===== src/rtl/core/ttd_pkg.sv =====
// ----------------------------------------------------------------------------
// ttd_pkg
// Shared types and constants of the touch tap and drag detector.
// ----------------------------------------------------------------------------
`default_nettype none

package ttd_pkg;

	// Item function codes.
	localparam logic FUNC_TOUCH = 1'b0;
	localparam logic FUNC_POLL  = 1'b1;

	// Configuration register indexes.
	typedef logic [1:0] cfg_idx_t;
	localparam cfg_idx_t REG_TOUCHABLE = 2'd0;
	localparam cfg_idx_t REG_DRAG_X    = 2'd1;
	localparam cfg_idx_t REG_DRAG_Y    = 2'd2;
	localparam cfg_idx_t REG_THRESHOLD = 2'd3;

	localparam int CFG_DATA_W = 8;
	localparam int THR_SQ_W   = 2 * CFG_DATA_W;

	// Reset values of the registers.
	localparam logic                  TOUCHABLE_RST = 1'b1;
	localparam logic [CFG_DATA_W-1:0] THRESHOLD_RST = 8'd5;
	localparam logic [THR_SQ_W-1:0]   THR_SQ_RST    = 16'd25;

	typedef struct packed {
		logic                touchable;
		logic                drag_x;
		logic                drag_y;
		logic [THR_SQ_W-1:0] thr_sq;
	} cfg_t;

	// Distance check result for the current event.
	typedef struct packed {
		logic beyond;
		logic x_dom;
		logic y_dom;
	} dist_t;

endpackage

`default_nettype wire


===== src/rtl/core/touch_tap_drag_detector.sv =====
// The result of an accepted transaction waits in the input register and is
// loaded into the result register once that register is free or emptying.
// Throughput: one transaction per cycle unless the output stalls; touch
// state updates as each event moves from input to result register.
// Reset: no touch owned, tap flag clear, touchable set, both drag axes off,
// drag threshold 5.
// ----------------------------------------------------------------------------
// touch_tap_drag_detector
// Tracks one touch owner of a screen element and reports press, hover,
// drag and tap status for every event or poll.
// ----------------------------------------------------------------------------
`default_nettype none

module touch_tap_drag_detector #(
	parameter int COORD_BITS = 16
) (
	input  wire logic                           clk,
	input  wire logic                           arst_n,
	input  wire logic                           cfg_we,
	input  wire ttd_pkg::cfg_idx_t              cfg_index,
	input  wire logic [ttd_pkg::CFG_DATA_W-1:0] cfg_data,
	input  wire logic                           in_valid,
	output logic                                in_stall,
	input  wire logic                           func,
	input  wire logic [2:0]                     touch_index,
	input  wire logic signed [COORD_BITS-1:0]   pos_x,
	input  wire logic signed [COORD_BITS-1:0]   pos_y,
	input  wire logic                           pressed,
	input  wire logic                           moved,
	input  wire logic                           cancel,
	input  wire logic                           inside_req,
	output logic                                out_valid,
	input  wire logic                           out_stall,
	output logic                                accepted,
	output logic                                owned,
	output logic                                hovering,
	output logic                                dragging,
	output logic                                press_started,
	output logic                                tap_released
);

	ttd_pkg::cfg_t  cfg;
	ttd_pkg::dist_t span;

	// Input register.
	logic                         valid_s1;
	logic                         func_s1;
	logic [2:0]                   index_s1;
	logic signed [COORD_BITS-1:0] x_s1;
	logic signed [COORD_BITS-1:0] y_s1;
	logic                         pressed_s1;
	logic                         moved_s1;
	logic                         cancel_s1;
	logic                         inside_s1;

	// Touch state.
	logic                         active_q;
	logic [2:0]                   owner_q;
	logic                         hover_q;
	logic                         drag_q;
	logic signed [COORD_BITS-1:0] start_x_q;
	logic signed [COORD_BITS-1:0] start_y_q;
	logic                         tap_q;

	logic take_in;
	logic go;

	logic active_d;
	logic [2:0] owner_d;
	logic hover_d;
	logic drag_d;
	logic tap_d;
	logic start_load;
	logic acc_d;
	logic started_d;
	logic tap_out_d;
	logic abort;
	logic drag_ok;

	ttd_cfg u_cfg (
		.clk       (clk),
		.arst_n    (arst_n),
		.cfg_we    (cfg_we),
		.cfg_index (cfg_index),
		.cfg_data  (cfg_data),
		.cfg       (cfg)
	);

	ttd_dist #(
		.COORD_BITS (COORD_BITS)
	) u_dist (
		.pos_x   (x_s1),
		.pos_y   (y_s1),
		.start_x (start_x_q),
		.start_y (start_y_q),
		.thr_sq  (cfg.thr_sq),
		.span    (span)
	);

	// The event in the input register is processed when the result register
	// is free or is being emptied in the same cycle.
	assign go       = valid_s1 && (!out_valid || !out_stall);
	assign in_stall = valid_s1 && out_valid && out_stall;
	assign take_in  = in_valid && !in_stall;

	always_ff @(posedge clk or negedge arst_n) begin
		if (!arst_n) begin
			valid_s1 <= 1'b0;
		end else if (take_in) begin
			valid_s1 <= 1'b1;
		end else if (go) begin
			valid_s1 <= 1'b0;
		end
	end

	always_ff @(posedge clk) begin
		if (take_in) begin
			func_s1    <= func;
			index_s1   <= touch_index;
			x_s1       <= pos_x;
			y_s1       <= pos_y;
			pressed_s1 <= pressed;
			moved_s1   <= moved;
			cancel_s1  <= cancel;
			inside_s1  <= inside_req;
		end
	end

	assign abort   = cancel_s1 || !cfg.touchable;
	assign drag_ok = span.beyond && ((cfg.drag_x && cfg.drag_y) ||
		(cfg.drag_x && span.x_dom) || (cfg.drag_y && span.y_dom));

	always_comb begin
		active_d   = active_q;
		owner_d    = owner_q;
		hover_d    = hover_q;
		drag_d     = drag_q;
		tap_d      = tap_q;
		start_load = 1'b0;
		acc_d      = 1'b0;
		started_d  = 1'b0;
		tap_out_d  = 1'b0;
		if (func_s1 == ttd_pkg::FUNC_POLL) begin
			tap_out_d = tap_q;
			tap_d     = 1'b0;
		end else if (!active_q) begin
			if (pressed_s1 && !moved_s1 && !abort && inside_s1) begin
				owner_d    = index_s1;
				active_d   = 1'b1;
				hover_d    = 1'b1;
				drag_d     = 1'b0;
				start_load = 1'b1;
				acc_d      = 1'b1;
				started_d  = 1'b1;
			end
		end else if (owner_q == index_s1) begin
			if (abort) begin
				active_d = 1'b0;
				hover_d  = 1'b0;
			end else if (pressed_s1) begin
				hover_d = inside_s1;
				if (moved_s1 && !drag_q && drag_ok) begin
					drag_d = 1'b1;
				end
				acc_d = 1'b1;
			end else begin
				// Release by the owner; a release inside counts as a tap.
				active_d = 1'b0;
				hover_d  = 1'b0;
				if (inside_s1) begin
					tap_d = 1'b1;
				end
				acc_d = 1'b1;
			end
		end
	end

	always_ff @(posedge clk or negedge arst_n) begin
		if (!arst_n) begin
			active_q  <= 1'b0;
			owner_q   <= 3'd0;
			hover_q   <= 1'b0;
			drag_q    <= 1'b0;
			tap_q     <= 1'b0;
			start_x_q <= '0;
			start_y_q <= '0;
		end else if (go) begin
			active_q <= active_d;
			owner_q  <= owner_d;
			hover_q  <= hover_d;
			drag_q   <= drag_d;
			tap_q    <= tap_d;
			if (start_load) begin
				start_x_q <= x_s1;
				start_y_q <= y_s1;
			end
		end
	end

	// Result register.
	always_ff @(posedge clk or negedge arst_n) begin
		if (!arst_n) begin
			out_valid <= 1'b0;
		end else if (go) begin
			out_valid <= 1'b1;
		end else if (!out_stall) begin
			out_valid <= 1'b0;
		end
	end

	always_ff @(posedge clk) begin
		if (go) begin
			accepted      <= acc_d;
			owned         <= active_d;
			hovering      <= hover_d;
			dragging      <= drag_d;
			press_started <= started_d;
			tap_released  <= tap_out_d;
		end
	end

	a_start_is_accepted: assert property (@(posedge clk) disable iff (!arst_n)
		out_valid && press_started |-> accepted && owned && hovering && !dragging)
		else $error("press start reported without a claimed touch");

	a_poll_not_accepted: assert property (@(posedge clk) disable iff (!arst_n)
		out_valid && tap_released |-> !accepted && !press_started)
		else $error("poll result carries touch event flags");

	a_hover_needs_owner: assert property (@(posedge clk) disable iff (!arst_n)
		!active_q |-> !hover_q)
		else $error("hover set with no active touch");

	a_stall_only_when_full: assert property (@(posedge clk) disable iff (!arst_n)
		in_stall |-> valid_s1 && out_valid)
		else $error("input stalled while the pipeline has room");

	a_tap_from_release: assert property (@(posedge clk) disable iff (!arst_n)
		$rose(tap_q) |-> $past(active_q) && !active_q)
		else $error("tap flag set without an owner release");

endmodule

`default_nettype wire


===== src/rtl/core/ttd_cfg.sv =====
// ----------------------------------------------------------------------------
// ttd_cfg
// Configuration registers; keeps the squared drag threshold ready for use.
// ----------------------------------------------------------------------------
`default_nettype none

module ttd_cfg (
	input  wire logic                          clk,
	input  wire logic                          arst_n,
	input  wire logic                          cfg_we,
	input  wire ttd_pkg::cfg_idx_t             cfg_index,
	input  wire logic [ttd_pkg::CFG_DATA_W-1:0] cfg_data,
	output ttd_pkg::cfg_t                      cfg
);

	logic                           touchable_q;
	logic                           drag_x_q;
	logic                           drag_y_q;
	logic [ttd_pkg::THR_SQ_W-1:0]   thr_sq_q;
	logic [ttd_pkg::THR_SQ_W-1:0]   thr_sq_next;

	// The threshold is squared once at write time rather than per event.
	assign thr_sq_next = ttd_pkg::THR_SQ_W'(cfg_data) * ttd_pkg::THR_SQ_W'(cfg_data);

	always_ff @(posedge clk or negedge arst_n) begin
		if (!arst_n) begin
			touchable_q <= ttd_pkg::TOUCHABLE_RST;
			drag_x_q    <= 1'b0;
			drag_y_q    <= 1'b0;
			thr_sq_q    <= ttd_pkg::THR_SQ_RST;
		end else if (cfg_we) begin
			case (cfg_index)
				ttd_pkg::REG_TOUCHABLE: touchable_q <= cfg_data[0];
				ttd_pkg::REG_DRAG_X:    drag_x_q    <= cfg_data[0];
				ttd_pkg::REG_DRAG_Y:    drag_y_q    <= cfg_data[0];
				ttd_pkg::REG_THRESHOLD: thr_sq_q    <= thr_sq_next;
				default: ;
			endcase
		end
	end

	assign cfg = {touchable_q, drag_x_q, drag_y_q, thr_sq_q};

endmodule

`default_nettype wire


===== src/rtl/core/ttd_dist.sv =====
// ----------------------------------------------------------------------------
// ttd_dist
// Squared distance from the start point against the threshold, plus the
// dominant axis of the motion.
// ----------------------------------------------------------------------------
`default_nettype none

module ttd_dist #(
	parameter int COORD_BITS = 16
) (
	input  wire logic signed [COORD_BITS-1:0]    pos_x,
	input  wire logic signed [COORD_BITS-1:0]    pos_y,
	input  wire logic signed [COORD_BITS-1:0]    start_x,
	input  wire logic signed [COORD_BITS-1:0]    start_y,
	input  wire logic [ttd_pkg::THR_SQ_W-1:0]    thr_sq,
	output ttd_pkg::dist_t                       span
);

	localparam int DIFF_W = COORD_BITS + 1;
	localparam int SQ_W   = 2 * DIFF_W;
	localparam int SUM_W  = SQ_W + 1;

	logic signed [DIFF_W-1:0] dx;
	logic signed [DIFF_W-1:0] dy;
	logic        [DIFF_W-1:0] ax;
	logic        [DIFF_W-1:0] ay;
	logic        [SQ_W-1:0]   sx;
	logic        [SQ_W-1:0]   sy;
	logic        [SUM_W-1:0]  sum;

	assign dx = DIFF_W'(pos_x) - DIFF_W'(start_x);
	assign dy = DIFF_W'(pos_y) - DIFF_W'(start_y);
	assign ax = dx[DIFF_W-1] ? DIFF_W'(-dx) : DIFF_W'(dx);
	assign ay = dy[DIFF_W-1] ? DIFF_W'(-dy) : DIFF_W'(dy);

	// The sum is kept at full width, so it never wraps.
	assign sx  = SQ_W'(ax) * SQ_W'(ax);
	assign sy  = SQ_W'(ay) * SQ_W'(ay);
	assign sum = SUM_W'(sx) + SUM_W'(sy);

	assign span = {sum > SUM_W'(thr_sq), ax > ay, ay > ax};

endmodule

`default_nettype wire


===== config.mk =====
export PLATFORM = sky130hd
export DESIGN_NAME = touch_tap_drag_detector
export DESIGN_NICKNAME = d
export VERILOG_FILES = /design/src/rtl/core/ttd_pkg.sv /design/src/rtl/core/touch_tap_drag_detector.sv /design/src/rtl/core/ttd_cfg.sv /design/src/rtl/core/ttd_dist.sv
export SDC_FILE = /design/constraint.sdc
export NUM_CORES = 1
export LEC_CHECK = 0
export BUFFER_PORTS_ARGS = -buffer_cell sky130_fd_sc_hd__buf_2
export CORE_ASPECT_RATIO = 1.1
export CORE_MARGIN = 5
export CORE_UTILIZATION = 43
export DETAILED_ROUTE_END_ITERATION = 12
export GPL_ROUTABILITY_DRIVEN = 0
export PLACE_DENSITY = 0.55
export SLEW_MARGIN = 10
export SYNTH_ARGS = -nofsm -noshare
export SYNTH_HDL_FRONTEND = slang
export SYNTH_SLANG_ARGS = --single-unit

===== constraint.sdc =====
create_clock -name clk -period 23.7 [get_ports clk]
set_input_delay 3.555 -clock clk [delete_from_list [all_inputs] [get_ports clk]]
set_output_delay 3.555 -clock clk [all_outputs]
set_load 0.005 [all_outputs]

# After elaboration in Yosys (flattened, before gate mapping)
# Cells that the tools add are included.
# Widths: inputs -> output; s select.
[word_totals]
reg_bits = 106
input_bits = 55
out_inout_bits = 8
[classes]
magnitude_cmp = 3
mux = 36
add_sub_neg = 5
n_eq_ne = 7
multipliers = 3
bitwise_logic = 2
n_reduce_logical = 36
[ops]
columns = ["operator", "count"]
rows = [
  ["$mul 17x17->34", 2],
  ["$add 34x34->35", 1],
  ["$gt 35x16->1", 1],
  ["$gt 17x17->1", 2],
  ["$mux 1", 34],
  ["$mux 17", 2],
  ["$neg 17->17", 2],
  ["$sub 16x16->17", 2],
  ["$mul 8x8->16", 1],
  ["$logic_and 1x1->1", 13],
  ["$reduce_and 2->1", 5],
  ["$reduce_bool 2->1", 4],
  ["$logic_not 1->1", 7],
  ["$reduce_and 6->1", 1],
  ["$eq 2x2->1 const B", 2],
  ["$logic_or 1x1->1", 4],
  ["$ne 2x2->1 const B", 2],
  ["$reduce_and 4->1", 1],
  ["$eq 3x3->1", 1],
  ["$eq 2x1->1 const B", 1],
  ["$logic_not 2->1", 1],
  ["$ne 2x1->1 const B", 1],
  ["$not 1->1", 2],
]

# Longest topological paths before layout
# Gate-level depths: netlist of the first run.
[logic_depth]
depth_word = 15
mapped_depth = 49
ltp_nobuf = 47

# Hierarchy
# A second synthesis of the first run with hierarchy kept.
[unflattened]
cells_unflattened = 2710
area_unflattened_um2 = 25363.1
[modules_own_cells]
columns = ["module", "area_each_um2", "n_inst", "seq_area_each_um2", "cells_per_inst"]
rows = [
  ["ttd_dist", 19683.9, 1, 0.0, 2260],
  ["touch_tap_drag_detector", 3219.3, 1, 2407.3, 168],
  ["ttd_cfg", 2459.9, 1, 455.4, 282],
]

# Least setup slack after synthesis of the first run
# OpenSTA, ideal clock, no wires.
[synth_path]
path_kind = "register to register"
start = "reg x_s1[0]"
end = "reg dragging, data pin"
arrival_time_ns = 10.773
slack_ns = 12.666
n_path_buf = 1
stages_incl_launch_ff = 47
synth_period_minus_slack_ns = 11.034
required_ns = 23.439
cell_sequence = "edfxtp_1 > inv_1 > ha_1 > inv_1 > fa_1 > a21o_1 > a21o_1 > a21oi_1 > o211ai_1 > a31oi_1 > o221a_2 > buf_2 > o21ai_0 > xor2_1 > clkinv_1 > nand2_1 > inv_1 > fa_1 > (+11 left out) > ha_1 > a21oi_1 > inv_1 > a21o_1 > a21oi_1 > nand2_1 > xor2_1 > ha_1 > nand4_1 > a21oi_1 > a221oi_1 > o21a_1 > nor2_1 > or4_1 > nor4b_1 > nand4_1 > nor4_2 > o21ai_1"
[synth_between]
elab_chain_cells = 15
[synth_lines]
columns = ["item", "line_no", "rtl"]
rows = [
  ["from (decl)", "touch_tap_drag_detector.sv:49", "logic signed [COORD_BITS-1:0] x_s1;"],
  ["from (signal assigned)", "touch_tap_drag_detector.sv:120", "x_s1 <= pos_x;"],
  ["$sub 16x16->17 *", "ttd_dist.sv:31", "assign dx = DIFF_W'(pos_x) - DIFF_W'(start_x);"],
  ["$neg 17->17", "ttd_dist.sv:33", "assign ax = dx[DIFF_W-1] ? DIFF_W'(-dx) : DIFF_W'(dx);"],
  ["$mux 17 *", "ttd_dist.sv:33", ""],
  ["parallel branches: the longest is 4 deep, another holds $add 34x34->35", "n/a", ""],
  ["$logic_and 1x1->1 *", "touch_tap_drag_detector.sv:130", "assign drag_ok = span.beyond && ((cfg.drag_x && cfg.drag_y) ||"],
  ["$logic_and 1x1->1 *", "touch_tap_drag_detector.sv:162", "if (moved_s1 && !drag_q && drag_ok) begin"],
  ["$mux 1 *", "touch_tap_drag_detector.sv:162", ""],
  ["$mux 1 *", "touch_tap_drag_detector.sv:160", "end else if (pressed_s1) begin"],
  ["$mux 1 *", "touch_tap_drag_detector.sv:157", "if (abort) begin"],
  ["$mux 1 *", "touch_tap_drag_detector.sv:156", "end else if (owner_q == index_s1) begin"],
  ["$mux 1 *", "touch_tap_drag_detector.sv:146", "end else if (!active_q) begin"],
  ["$mux 1 *", "touch_tap_drag_detector.sv:143", "if (func_s1 == ttd_pkg::FUNC_POLL) begin"],
  ["via drag_d", "touch_tap_drag_detector.sv:71", "logic drag_d;"],
  ["to (signal assigned)", "touch_tap_drag_detector.sv:216", "dragging <= drag_d;"],
  ["to (decl)", "touch_tap_drag_detector.sv:37", "output logic dragging,"],
]
# Mark *: on every way through the listed nets, which the timed path passes.
# A chain may end at the register's enable or synchronous reset.

# Worst setup path in the final report of the first run
# Ends and elaborated chain as after synthesis.

==> metrics.txt, run 1 <==
flip-flop and latch count after synthesis 105; final standard cell area without fillers between 20000 and 30000 um^2; number of synthesized flops with an enable pin 46; count of cells resized by post-cts repair 0; required time at the endpoint of the critical path 23.79 ns; FF-to-FF Start x_s1[0]$_DFFE_PP_; worst path arrival time 12.90 ns; Max Buffers Root-to-Sink 2; Max Slew Vio Count 0; buffer type at the clock tree root sky130_fd_sc_hd__clkbuf_16; initial core utilization 43.24%; layout overhead on the synthesized area 6.544%; CTS Buf Count 9; count of unresolved DRC violations after routing 0; length in cells of the worst reg-to-reg path between 40 and 50; drt via density 5.114; port bufs 62; Worst path most repeated cell sky130_fd_sc_hd__fa_1; global-route total usage across every layer 20.54%; vias after detailed routing approximately 18000; core region area around 60000 um^2; critical path's slowest cell sky130_fd_sc_hd__xor2_1; share of synthesized area occupied by flip-flops and latches 11.34%; width of the die 241.1 um; RSZ-0062 raised after global routing false; hold path endpoint u_cfg.thr_sq_q[9]$_DFFE_PN0P_; Yosys top cell area share 37.57%; headroom to the max-slew limit roughly 22%; number of buffers inserted by post-CTS setup repair 0; setup tns final 0 ns; flop-to-flop setup slack about 11 ns; I/O pin total 63; dominant cell type by area after synthesis sky130_fd_sc_hd__fa_1; total detailed-routing wirelength 63210 um; Congestion Overflow GR 0; post-route clock skew 0.01571 ns; average instance area after synthesis 9.241 um^2; vias in the first global route approximately 20000; final worst path period need 12.81 ns; instance count of the mapped netlist 2733; biggest area contributors in the synthesized netlist sky130_fd_sc_hd__fa_1, sky130_fd_sc_hd__ha_1, sky130_fd_sc_hd__inv_1; primary flip-flop cell chosen by synthesis mapping sky130_fd_sc_hd__dfrtp_1; TritonCTS clock tree yes; pin count of the biggest net entering global routing 60; distinct cell type count after synthesis between 80 and 90; Maximum Capacitance Violations 0; number of buffers added to fix hold violations after cts 0; Fmax achieved 0.07808 GHz; worst reg2reg path endpoint dragging$_DFFE_PP_; Routed WL per cell roughly 18 um; NumNets Final 3619; Worst Max-Slew Pin Slew 1.164 ns; total cell area at the placement stage between 20000 and 30000 um^2; async set-or-reset flop fraction in the synthesized netlist a little under three fifths; category of the most critical setup path reg2reg; clock network latency to the later pin of the worst-skew pair between 0.3 and 0.4 ns; CTS sink cnt 105; std cell rows 93; number of antenna diodes 0; Die Outline Area approximately 64000 um^2; critical path launch point type register; category of the worst setup path capture point register; Iter 0 DRT Violations 847; netlist area before placement around 25000 um^2; Detailed Place HPWL about 54000 um; WHS Path Cells 2; worst min-delay path class reg2reg; Yosys warnings 0; worst stage delay on the critical path slightly above 0.9 ns; y dimension of the die 264.2 um; post-CTS clock slew at the launch and capture registers of the worst setup and hold paths 0.08 ns; highest fanout seen on the critical path 10; Final ANT Viol Nets 0; fraction of final layout cells with drive strength greater than 1 6.702%; number of antenna violations at the first check in global routing 1; outcome complete, no violations; # setup viols final 0; count of H-tree levels built during CTS 3; number of hold violations in the final report 0; first-pass GRT wire length 104200 um; Initial DRT Pass Iterations 5; final worst-path cycle share 54.04%; hold path startpoint u_cfg.thr_sq_q[9]$_DFFE_PN0P_
-- stage by stage --
step                setup slack (ns)  hold WS (ns)  cells  util [%]
finish                         10.89        0.4883   3565     46.07
detailed placement             10.95        0.4772   3549     45.53
CTS                            10.89        0.4962   3565     46.07
global placement               11.25        0.4675   3549     45.53
global route                   10.16        0.5151   3565     46.07
floorplan                      12.67        0.4484   2755         -
-- cell usage after synthesis (23+ instances only) --
| library cell | count |
|---|---|
| sky130_fd_sc_hd__a21o_1 | 33 |
| sky130_fd_sc_hd__dfrtp_1 | 55 |
| sky130_fd_sc_hd__o21ai_0 | 59 |
| sky130_fd_sc_hd__nand2_1 | 224 |
| sky130_fd_sc_hd__clkbuf_1 | 43 |
| sky130_fd_sc_hd__nor2_1 | 223 |
| sky130_fd_sc_hd__and2_1 | 23 |
| sky130_fd_sc_hd__inv_1 | 699 |
| sky130_fd_sc_hd__xor2_1 | 46 |
| sky130_fd_sc_hd__ha_1 | 290 |
| sky130_fd_sc_hd__fa_1 | 474 |
| sky130_fd_sc_hd__nand3_1 | 31 |
| sky130_fd_sc_hd__xnor2_1 | 48 |
| sky130_fd_sc_hd__edfxtp_1 | 46 |
| sky130_fd_sc_hd__mux2_2 | 42 |
| sky130_fd_sc_hd__a21oi_1 | 70 |
-- critical path, delay by kind of cell (launching register included) --
| kind | cells | cell delay (ns) |
|---|---|---|
| AO/OA/AOI/OAI | 12 | 2.65 |
| XOR/XNOR | 2 | 1.08 |
| adder cells (fa/ha/maj) | 12 | 5.28 |
| buffers and inverters | 8 | 1.09 |
| flip-flops | 1 | 0.36 |
| AND/OR/NAND/NOR | 9 | 2.08 |
-- cells in the final DEF (no fill, tap or decap), types with 24 or more instances in the layout --
cell and instances:
sky130_fd_sc_hd__inv_1 699, sky130_fd_sc_hd__fa_1 474, sky130_fd_sc_hd__ha_1 290, sky130_fd_sc_hd__nor2_1 223, sky130_fd_sc_hd__nand2_1 223, sky130_fd_sc_hd__a21oi_1 70, sky130_fd_sc_hd__buf_2 62, sky130_fd_sc_hd__o21ai_0 59
sky130_fd_sc_hd__dfrtp_1 55, sky130_fd_sc_hd__xnor2_1 47, sky130_fd_sc_hd__xor2_1 46, sky130_fd_sc_hd__edfxtp_1 46, sky130_fd_sc_hd__mux2_2 42, sky130_fd_sc_hd__a21o_1 33, sky130_fd_sc_hd__nand3_1 31, sky130_fd_sc_hd__buf_4 29
sky130_fd_sc_hd__conb_1 24
-- cells by family (layout without fill, tap and decap cells) --
group / Yosys count / in the layout / synth area share (%)
buffers and inverters: 771 / 821 / 11.53
adders and majority gates: 764 / 764 / 51.94
and+or+nand+nor: 654 / 654 / 11.81
AOI/OAI and AO/OA: 289 / 289 / 7.580
DFF: 105 / 105 / 11.34
xor gates and xnor gates: 99 / 99 / 3.626
muxes: 49 / 49 / 2.150
other: 2 / 24 / 0.02974
-- flip-flops by register name (all words and copies together), names as in the netlist, 3 cells and up --
| signal | count |
|---|---|
| x_s1 | 16 |
| y_s1 | 16 |
| index_s1 | 3 |
| start_y_q | 16 |
| u_cfg.thr_sq_q | 15 |
| start_x_q | 16 |
| owner_q | 3 |
-- how the worst max path moves through the flow --
stage / slack (ns) / endpoint / cells past startpoint / startpoint
floorplan: 12.67 / dragging$_DFFE_PP_ / 46 / x_s1[0]$_DFFE_PP_
global placement: 11.25 / dragging$_DFFE_PP_ / 43 / x_s1[0]$_DFFE_PP_
detailed placement: 10.95 / dragging$_DFFE_PP_ / 43 / x_s1[0]$_DFFE_PP_
CTS: 10.89 / dragging$_DFFE_PP_ / 43 / x_s1[0]$_DFFE_PP_
global route: 10.16 / dragging$_DFFE_PP_ / 46 / x_s1[0]$_DFFE_PP_
finish: 10.89 / dragging$_DFFE_PP_ / 43 / x_s1[0]$_DFFE_PP_
-- layout make-up --
class / count / area [um^2]
clock buffer: 10 / 239.0
clock inverter: 6 / 73.82
fill: 5729 / 31510
inverter: 714 / 2680
multi-input combinational: 1879 / 19570
sequential: 105 / 2863
tap: 760 / 950.9
timing repair buffer: 91 / 528.0
-- per-layer routing --
layer  GRT usage (%)  routed length (um)  vias to the layer above
li1                -                   -                     8610
met1           27.16               27110                     9060
met2           35.28               30900                      454
met3           1.785                2466                      108
met4           7.412                2736                        0
met5               0                   0                        -
Power of run 1 is left out: the tool's default activity adds up to more than one toggle a clock period on the data nets, which glitch-free logic cannot reach.
==> run 2, diff against run 1 <==
Settings changed: PLACE_DENSITY 0.55 to 0.58.
Clock period 23.7 ns to 11.6 ns, I/O delays scaled along.
==> run 2 against run 1 <==
First-iteration DRC count grew 13%. Final cell count grew 2.6%. Global-route usage grew 0.23 points. Register-to-register slack lost 10 ns. Worst hold slack gained 0.0012 ns. Utilization grew 1.8 points. Sequential share of layout area shrank 0.41 points. Final area grew 4.0%. Non-clock buffer count grew 92. Routed wire length grew 2.7%.
==> metrics.txt, run 2 (synthesized netlist as in run 1, its figures left out) <==
first-pass GRT wire length 105100 um; global-route total usage across every layer 20.77%; Final ANT Viol Nets 0; Max Slew Vio Count 0; Max Buffers Root-to-Sink 2; Worst Max-Slew Pin Slew 0.9610 ns; NumNets Final 3712; highest fanout seen on the critical path 7; commonest cells after routing, fill and taps aside sky130_fd_sc_hd__inv_1, sky130_fd_sc_hd__fa_1, sky130_fd_sc_hd__ha_1; required time at the endpoint of the critical path around 12 ns; I/O pin total 63; worst path arrival time 11.22 ns; core region area approximately 60000 um^2; number of buffers and inverters on the critical path 11; pin count of the biggest net entering global routing 60; post-placement setup slack -0.05438 ns; most common cell after layout, fill and taps aside sky130_fd_sc_hd__inv_1; layout overhead on the synthesized area 10.80%; kind of cell adding the most delay to the critical path adder cells; worst min-delay path class reg2reg; initial core utilization 43.24%; TritonCTS clock tree yes; DP Cell Count 3618; std cell rows 93; count of unresolved DRC violations after routing 0; # setup viols final 0; post-CTS clock slew at the launch and capture registers of the worst setup and hold paths 0.08 ns; fraction of final layout cells with drive strength greater than 1 11.56%; number of antenna violations at the first check in global routing 0; CTS Buf Count 9; setup tns final 0 ns; post-route clock skew about 0.006 ns; final worst path period need 11.10 ns; headroom to the max-slew limit a little over a third; Iter 0 DRT Violations 955; Fmax achieved 0.09006 GHz; vias after detailed routing around 19000; number of antenna diodes 0; y dimension of the die 264.2 um; count of H-tree levels built during CTS 3; CTS sink cnt 105; Congestion Overflow GR 0; category of the worst setup path capture point register; Routed WL per cell 17.74 um; buffer type at the clock tree root sky130_fd_sc_hd__clkbuf_16; category of the most critical setup path reg2reg; number of hold violations in the final report 0; final worst-path cycle share 95.73%; total detailed-routing wirelength 64890 um; width of the die 241.1 um; critical path launch point type register; critical path's slowest cell sky130_fd_sc_hd__fa_1; outcome complete, no violations; vias in the first global route 20270; port bufs 62; non-filler instance count after layout 3658; Maximum Capacitance Violations 0; Worst path most repeated cell sky130_fd_sc_hd__fa_1; worst stage delay on the critical path 0.56 ns; clock network latency to the later pin of the worst-skew pair 0.36 ns; PnR worst setup slack 0.4958 ns; Die Outline Area approximately 64000 um^2; Initial DRT Pass Iterations 5; drt via density 5.113; Detailed Place HPWL 56420 um
## run 2: cell types whose count changed in the layout (fill, tap and decap cells not counted), sizes merged
cell      delta
clkinv       -3
clkbuf       -1
inv          +1
buf         +92
o221a        +1
clkinvlp     +3
## run 2: worst paths after layout
path / slack, ns / endpoint / from / cells past startpoint
max in group asynchronous: 9.51 / u_cfg.thr_sq_q[14]$_DFFE_PN0P_ / arst_n / 2
worst min-delay path: 0.49 / u_cfg.thr_sq_q[2]$_DFFE_PN0P_ / u_cfg.thr_sq_q[2]$_DFFE_PN0P_ / 2
min in group asynchronous: 1.50 / start_y_q[3]$_DFFE_PN0P_ / arst_n / 2
worst min register to register: 0.49 / u_cfg.thr_sq_q[2]$_DFFE_PN0P_ / u_cfg.thr_sq_q[2]$_DFFE_PN0P_ / 2
worst max register to register: 0.50 / dragging$_DFFE_PP_ / x_s1[0]$_DFFE_PP_ / 45
worst max-delay path: 0.50 / dragging$_DFFE_PP_ / x_s1[0]$_DFFE_PP_ / 45
## run 2: worst register-to-register path: cells and delay by family, from the launching register on
family	cells	cell delay (ns)
XOR/XNOR	2	0.24
flip-flops	1	0.38
adder cells (fa/ha/maj)	12	5.12
AO/OA/AOI/OAI	8	1.65
AND/OR/NAND/NOR	12	2.33
buffers and inverters	11	1.12
## run 2: layout make-up
cell class,instances,area [um^2]
Fill cell,5629,30430
Timing Repair Buffer,183,1282
Clock buffer,9,225.2
Multi-Input combinational cell,1880,19880
Sequential cell,105,2863
Clock inverter,7,88.84
Inverter,714,2690
Tap cell,760,950.9
## run 2: repair_timing
item,in CTS,in global routing
gates resized for setup,0,80
hold buffers,0,0
endpoints found under the setup margin,1,2
setup buffers,0,23
pin swaps,1,48
gates cloned,0,1
## run 2: per-stage QoR
stage               hold WS [ns]  util [%]  instance area (um^2)
detailed placement        0.4809     46.48                 27150
global route              0.5157     47.91                 27980
floorplan                 0.4484         -                 25340
finish                    0.4896     47.91                 27980
CTS                       0.4994     47.02                 27470
global placement          0.4671     46.48                 27150
## run 2: metal layers
| layer | up-vias | track usage [%] | wire (um) |
|---|---|---|---|
| li1 | 8778 | - | - |
| met1 | 9370 | 27.09 | 27040 |
| met2 | 435 | 36.48 | 32770 |
| met3 | 122 | 1.597 | 2600 |
| met4 | 0 | 7.046 | 2483 |
| met5 | - | 0 | 0 |
Power of run 2 is left out for the same reason.
==> run 3, diff against run 2 <==
Settings changed: CORE_MARGIN 5 to unset, CORE_UTILIZATION 43 to 51, PLACE_DENSITY 0.58 to 0.67.
==> run 3 against run 2 <==
Setup slack worse by 0.078 ns. Via count up 1.3%. Final area fell by 1.6%. Highest routed layer unchanged. Worst hold slack worse by 0.0050 ns. Critical path depth decreased by 8.
==> metrics.txt, run 3 (synthesized netlist as in run 1, its figures left out) <==
outcome complete, no violations; Maximum Capacitance Violations 0; area used by multi-input combinational logic between 15000 and 20000 um^2; headroom to the max-slew limit between 30 and 40%; Final ANT Viol Nets 0; Die Outline Area 50420 um^2; Iter 0 DRT Violations 1166; Fmax achieved 0.08943 GHz; count of H-tree levels built during CTS 3; most common cell after layout, fill and taps aside sky130_fd_sc_hd__inv_1; vias in the first global route 20460; Worst path most repeated cell sky130_fd_sc_hd__fa_1; PnR worst setup slack 0.4175 ns; post-placement setup slack 0.02973 ns; worst path arrival time 11.30 ns; post-CTS clock slew at the launch and capture registers of the worst setup and hold paths about 0.07 ns; I/O pin total 63; final worst path period need 11.18 ns; worst min-delay path class reg2reg; vias after detailed routing 18950; Routed WL per cell between 15 and 20 um; non-filler instance count after layout 3538; # setup viols final 0; fraction of final layout cells with drive strength greater than 1 roughly 10%; buffer type at the clock tree root sky130_fd_sc_hd__clkbuf_16; critical path's slowest cell sky130_fd_sc_hd__fa_1; CTS Buf Count 9; drt via density 5.355; pin count of the biggest net entering global routing 60; Detailed Place HPWL 53600 um; count of unresolved DRC violations after routing 0; category of the worst setup path capture point register; layout overhead on the synthesized area 9.066%; sequential cell area between 2000 and 3000 um^2; number of hold violations in the final report 0; width of the die 214.2 um; Congestion Overflow GR 0; number of antenna violations at the first check in global routing 0; Max Buffers Root-to-Sink 2; kind of cell adding the most delay to the critical path adder cells; clock network latency to the later pin of the worst-skew pair 0.36 ns; post-route clock skew roughly 0.010 ns; number of antenna diodes 0; port bufs 62; core region area 48920 um^2; CTS sink cnt between 100 and 150; initial core utilization 51.62%; global-route total usage across every layer 25.78%; std cell rows 85; total detailed-routing wirelength 61880 um; final worst-path cycle share 96.40%; WHS 0.4846 ns; Initial DRT Pass Iterations 5; DP Cell Count 3503; commonest cells after routing, fill and taps aside sky130_fd_sc_hd__inv_1, sky130_fd_sc_hd__fa_1, sky130_fd_sc_hd__ha_1; highest fanout seen on the critical path 10; number of fill cells between 4000 and 5000; Worst Max-Slew Pin Slew just over 0.9 ns; Max Slew Vio Count 0; critical path launch point type register; TritonCTS clock tree yes; number of buffers added to fix hold violations after cts 0; number of buffers and inverters on the critical path 7; category of the most critical setup path reg2reg; required time at the endpoint of the critical path roughly 12 ns; worst stage delay on the critical path between 0.5 and 0.6 ns; first-pass GRT wire length 103000 um; NumNets Final 3700; y dimension of the die approximately 240 um
run 3: cell count changes in the layout (fill, tap and decap cells not counted), sizes merged:
cell,before,now
clkinvlp,3,4
bufinv,1,0
clkbuf,9,10
o221a,2,1
buf,183,172
clkinv,9,8
run 3: worst register-to-register path: cells and delay by family (launching register included):
family | cells | cell delay (ns)
fa+ha+maj | 11 | 5.06
flops | 1 | 0.39
buf+inv | 7 | 0.83
xor+xnor | 2 | 0.29
compound gates | 10 | 2.42
simple gates | 7 | 1.97
run 3: path summary, 6_finish.rpt:
kind	start	end	slack, ns	cells after the start
max in group asynchronous	arst_n	u_cfg.thr_sq_q[11]$_DFFE_PN0P_	9.52	2
worst max register to register	start_y_q[0]$_DFFE_PN0P_	dragging$_DFFE_PP_	0.42	37
worst min register to register	u_cfg.thr_sq_q[7]$_DFFE_PN0P_	u_cfg.thr_sq_q[7]$_DFFE_PN0P_	0.48	2
min in group asynchronous	arst_n	start_y_q[2]$_DFFE_PN0P_	1.51	2
worst min-delay path	u_cfg.thr_sq_q[7]$_DFFE_PN0P_	u_cfg.thr_sq_q[7]$_DFFE_PN0P_	0.48	2
worst max-delay path	start_y_q[0]$_DFFE_PN0P_	dragging$_DFFE_PP_	0.42	37
run 3: per-stage QoR:
stage	TNS (ns)	util [%]	instance area, um^2
floorplan	0	-	25340
global placement	0	55.09	26950
detailed placement	0	55.09	26950
CTS	0	55.69	27240
global route	-0.02380	56.30	27550
finish	0	56.30	27550
run 3: repair_timing:
| item | 4_1_cts | 5_1_grt |
|---|---|---|
| pin swaps | 0 | 26 |
| setup buffers | 0 | 18 |
| resized for setup | 1 | 39 |
| gates cloned | 0 | 1 |
| endpoints found under the setup margin | 1 | 2 |
run 3: layout make-up:
class	instances	share of cell area, %
multi-input cells	1879	71.54
flip-flops and latches	105	10.39
inverters	714	9.762
repair buffers	172	4.293
well taps	652	2.962
clock buffers	10	0.8313
clock inverters	6	0.2180
run 3: routing by layer:
layer	global-route usage [%]	up-vias	part of all wire, %
li1	-	8738	-
met1	32.63	9468	41
met2	45.47	597	50
met3	2.442	143	5.1
met4	10.11	0	4.3
met5	0	-	0
Power of run 3 is left out for the same reason.
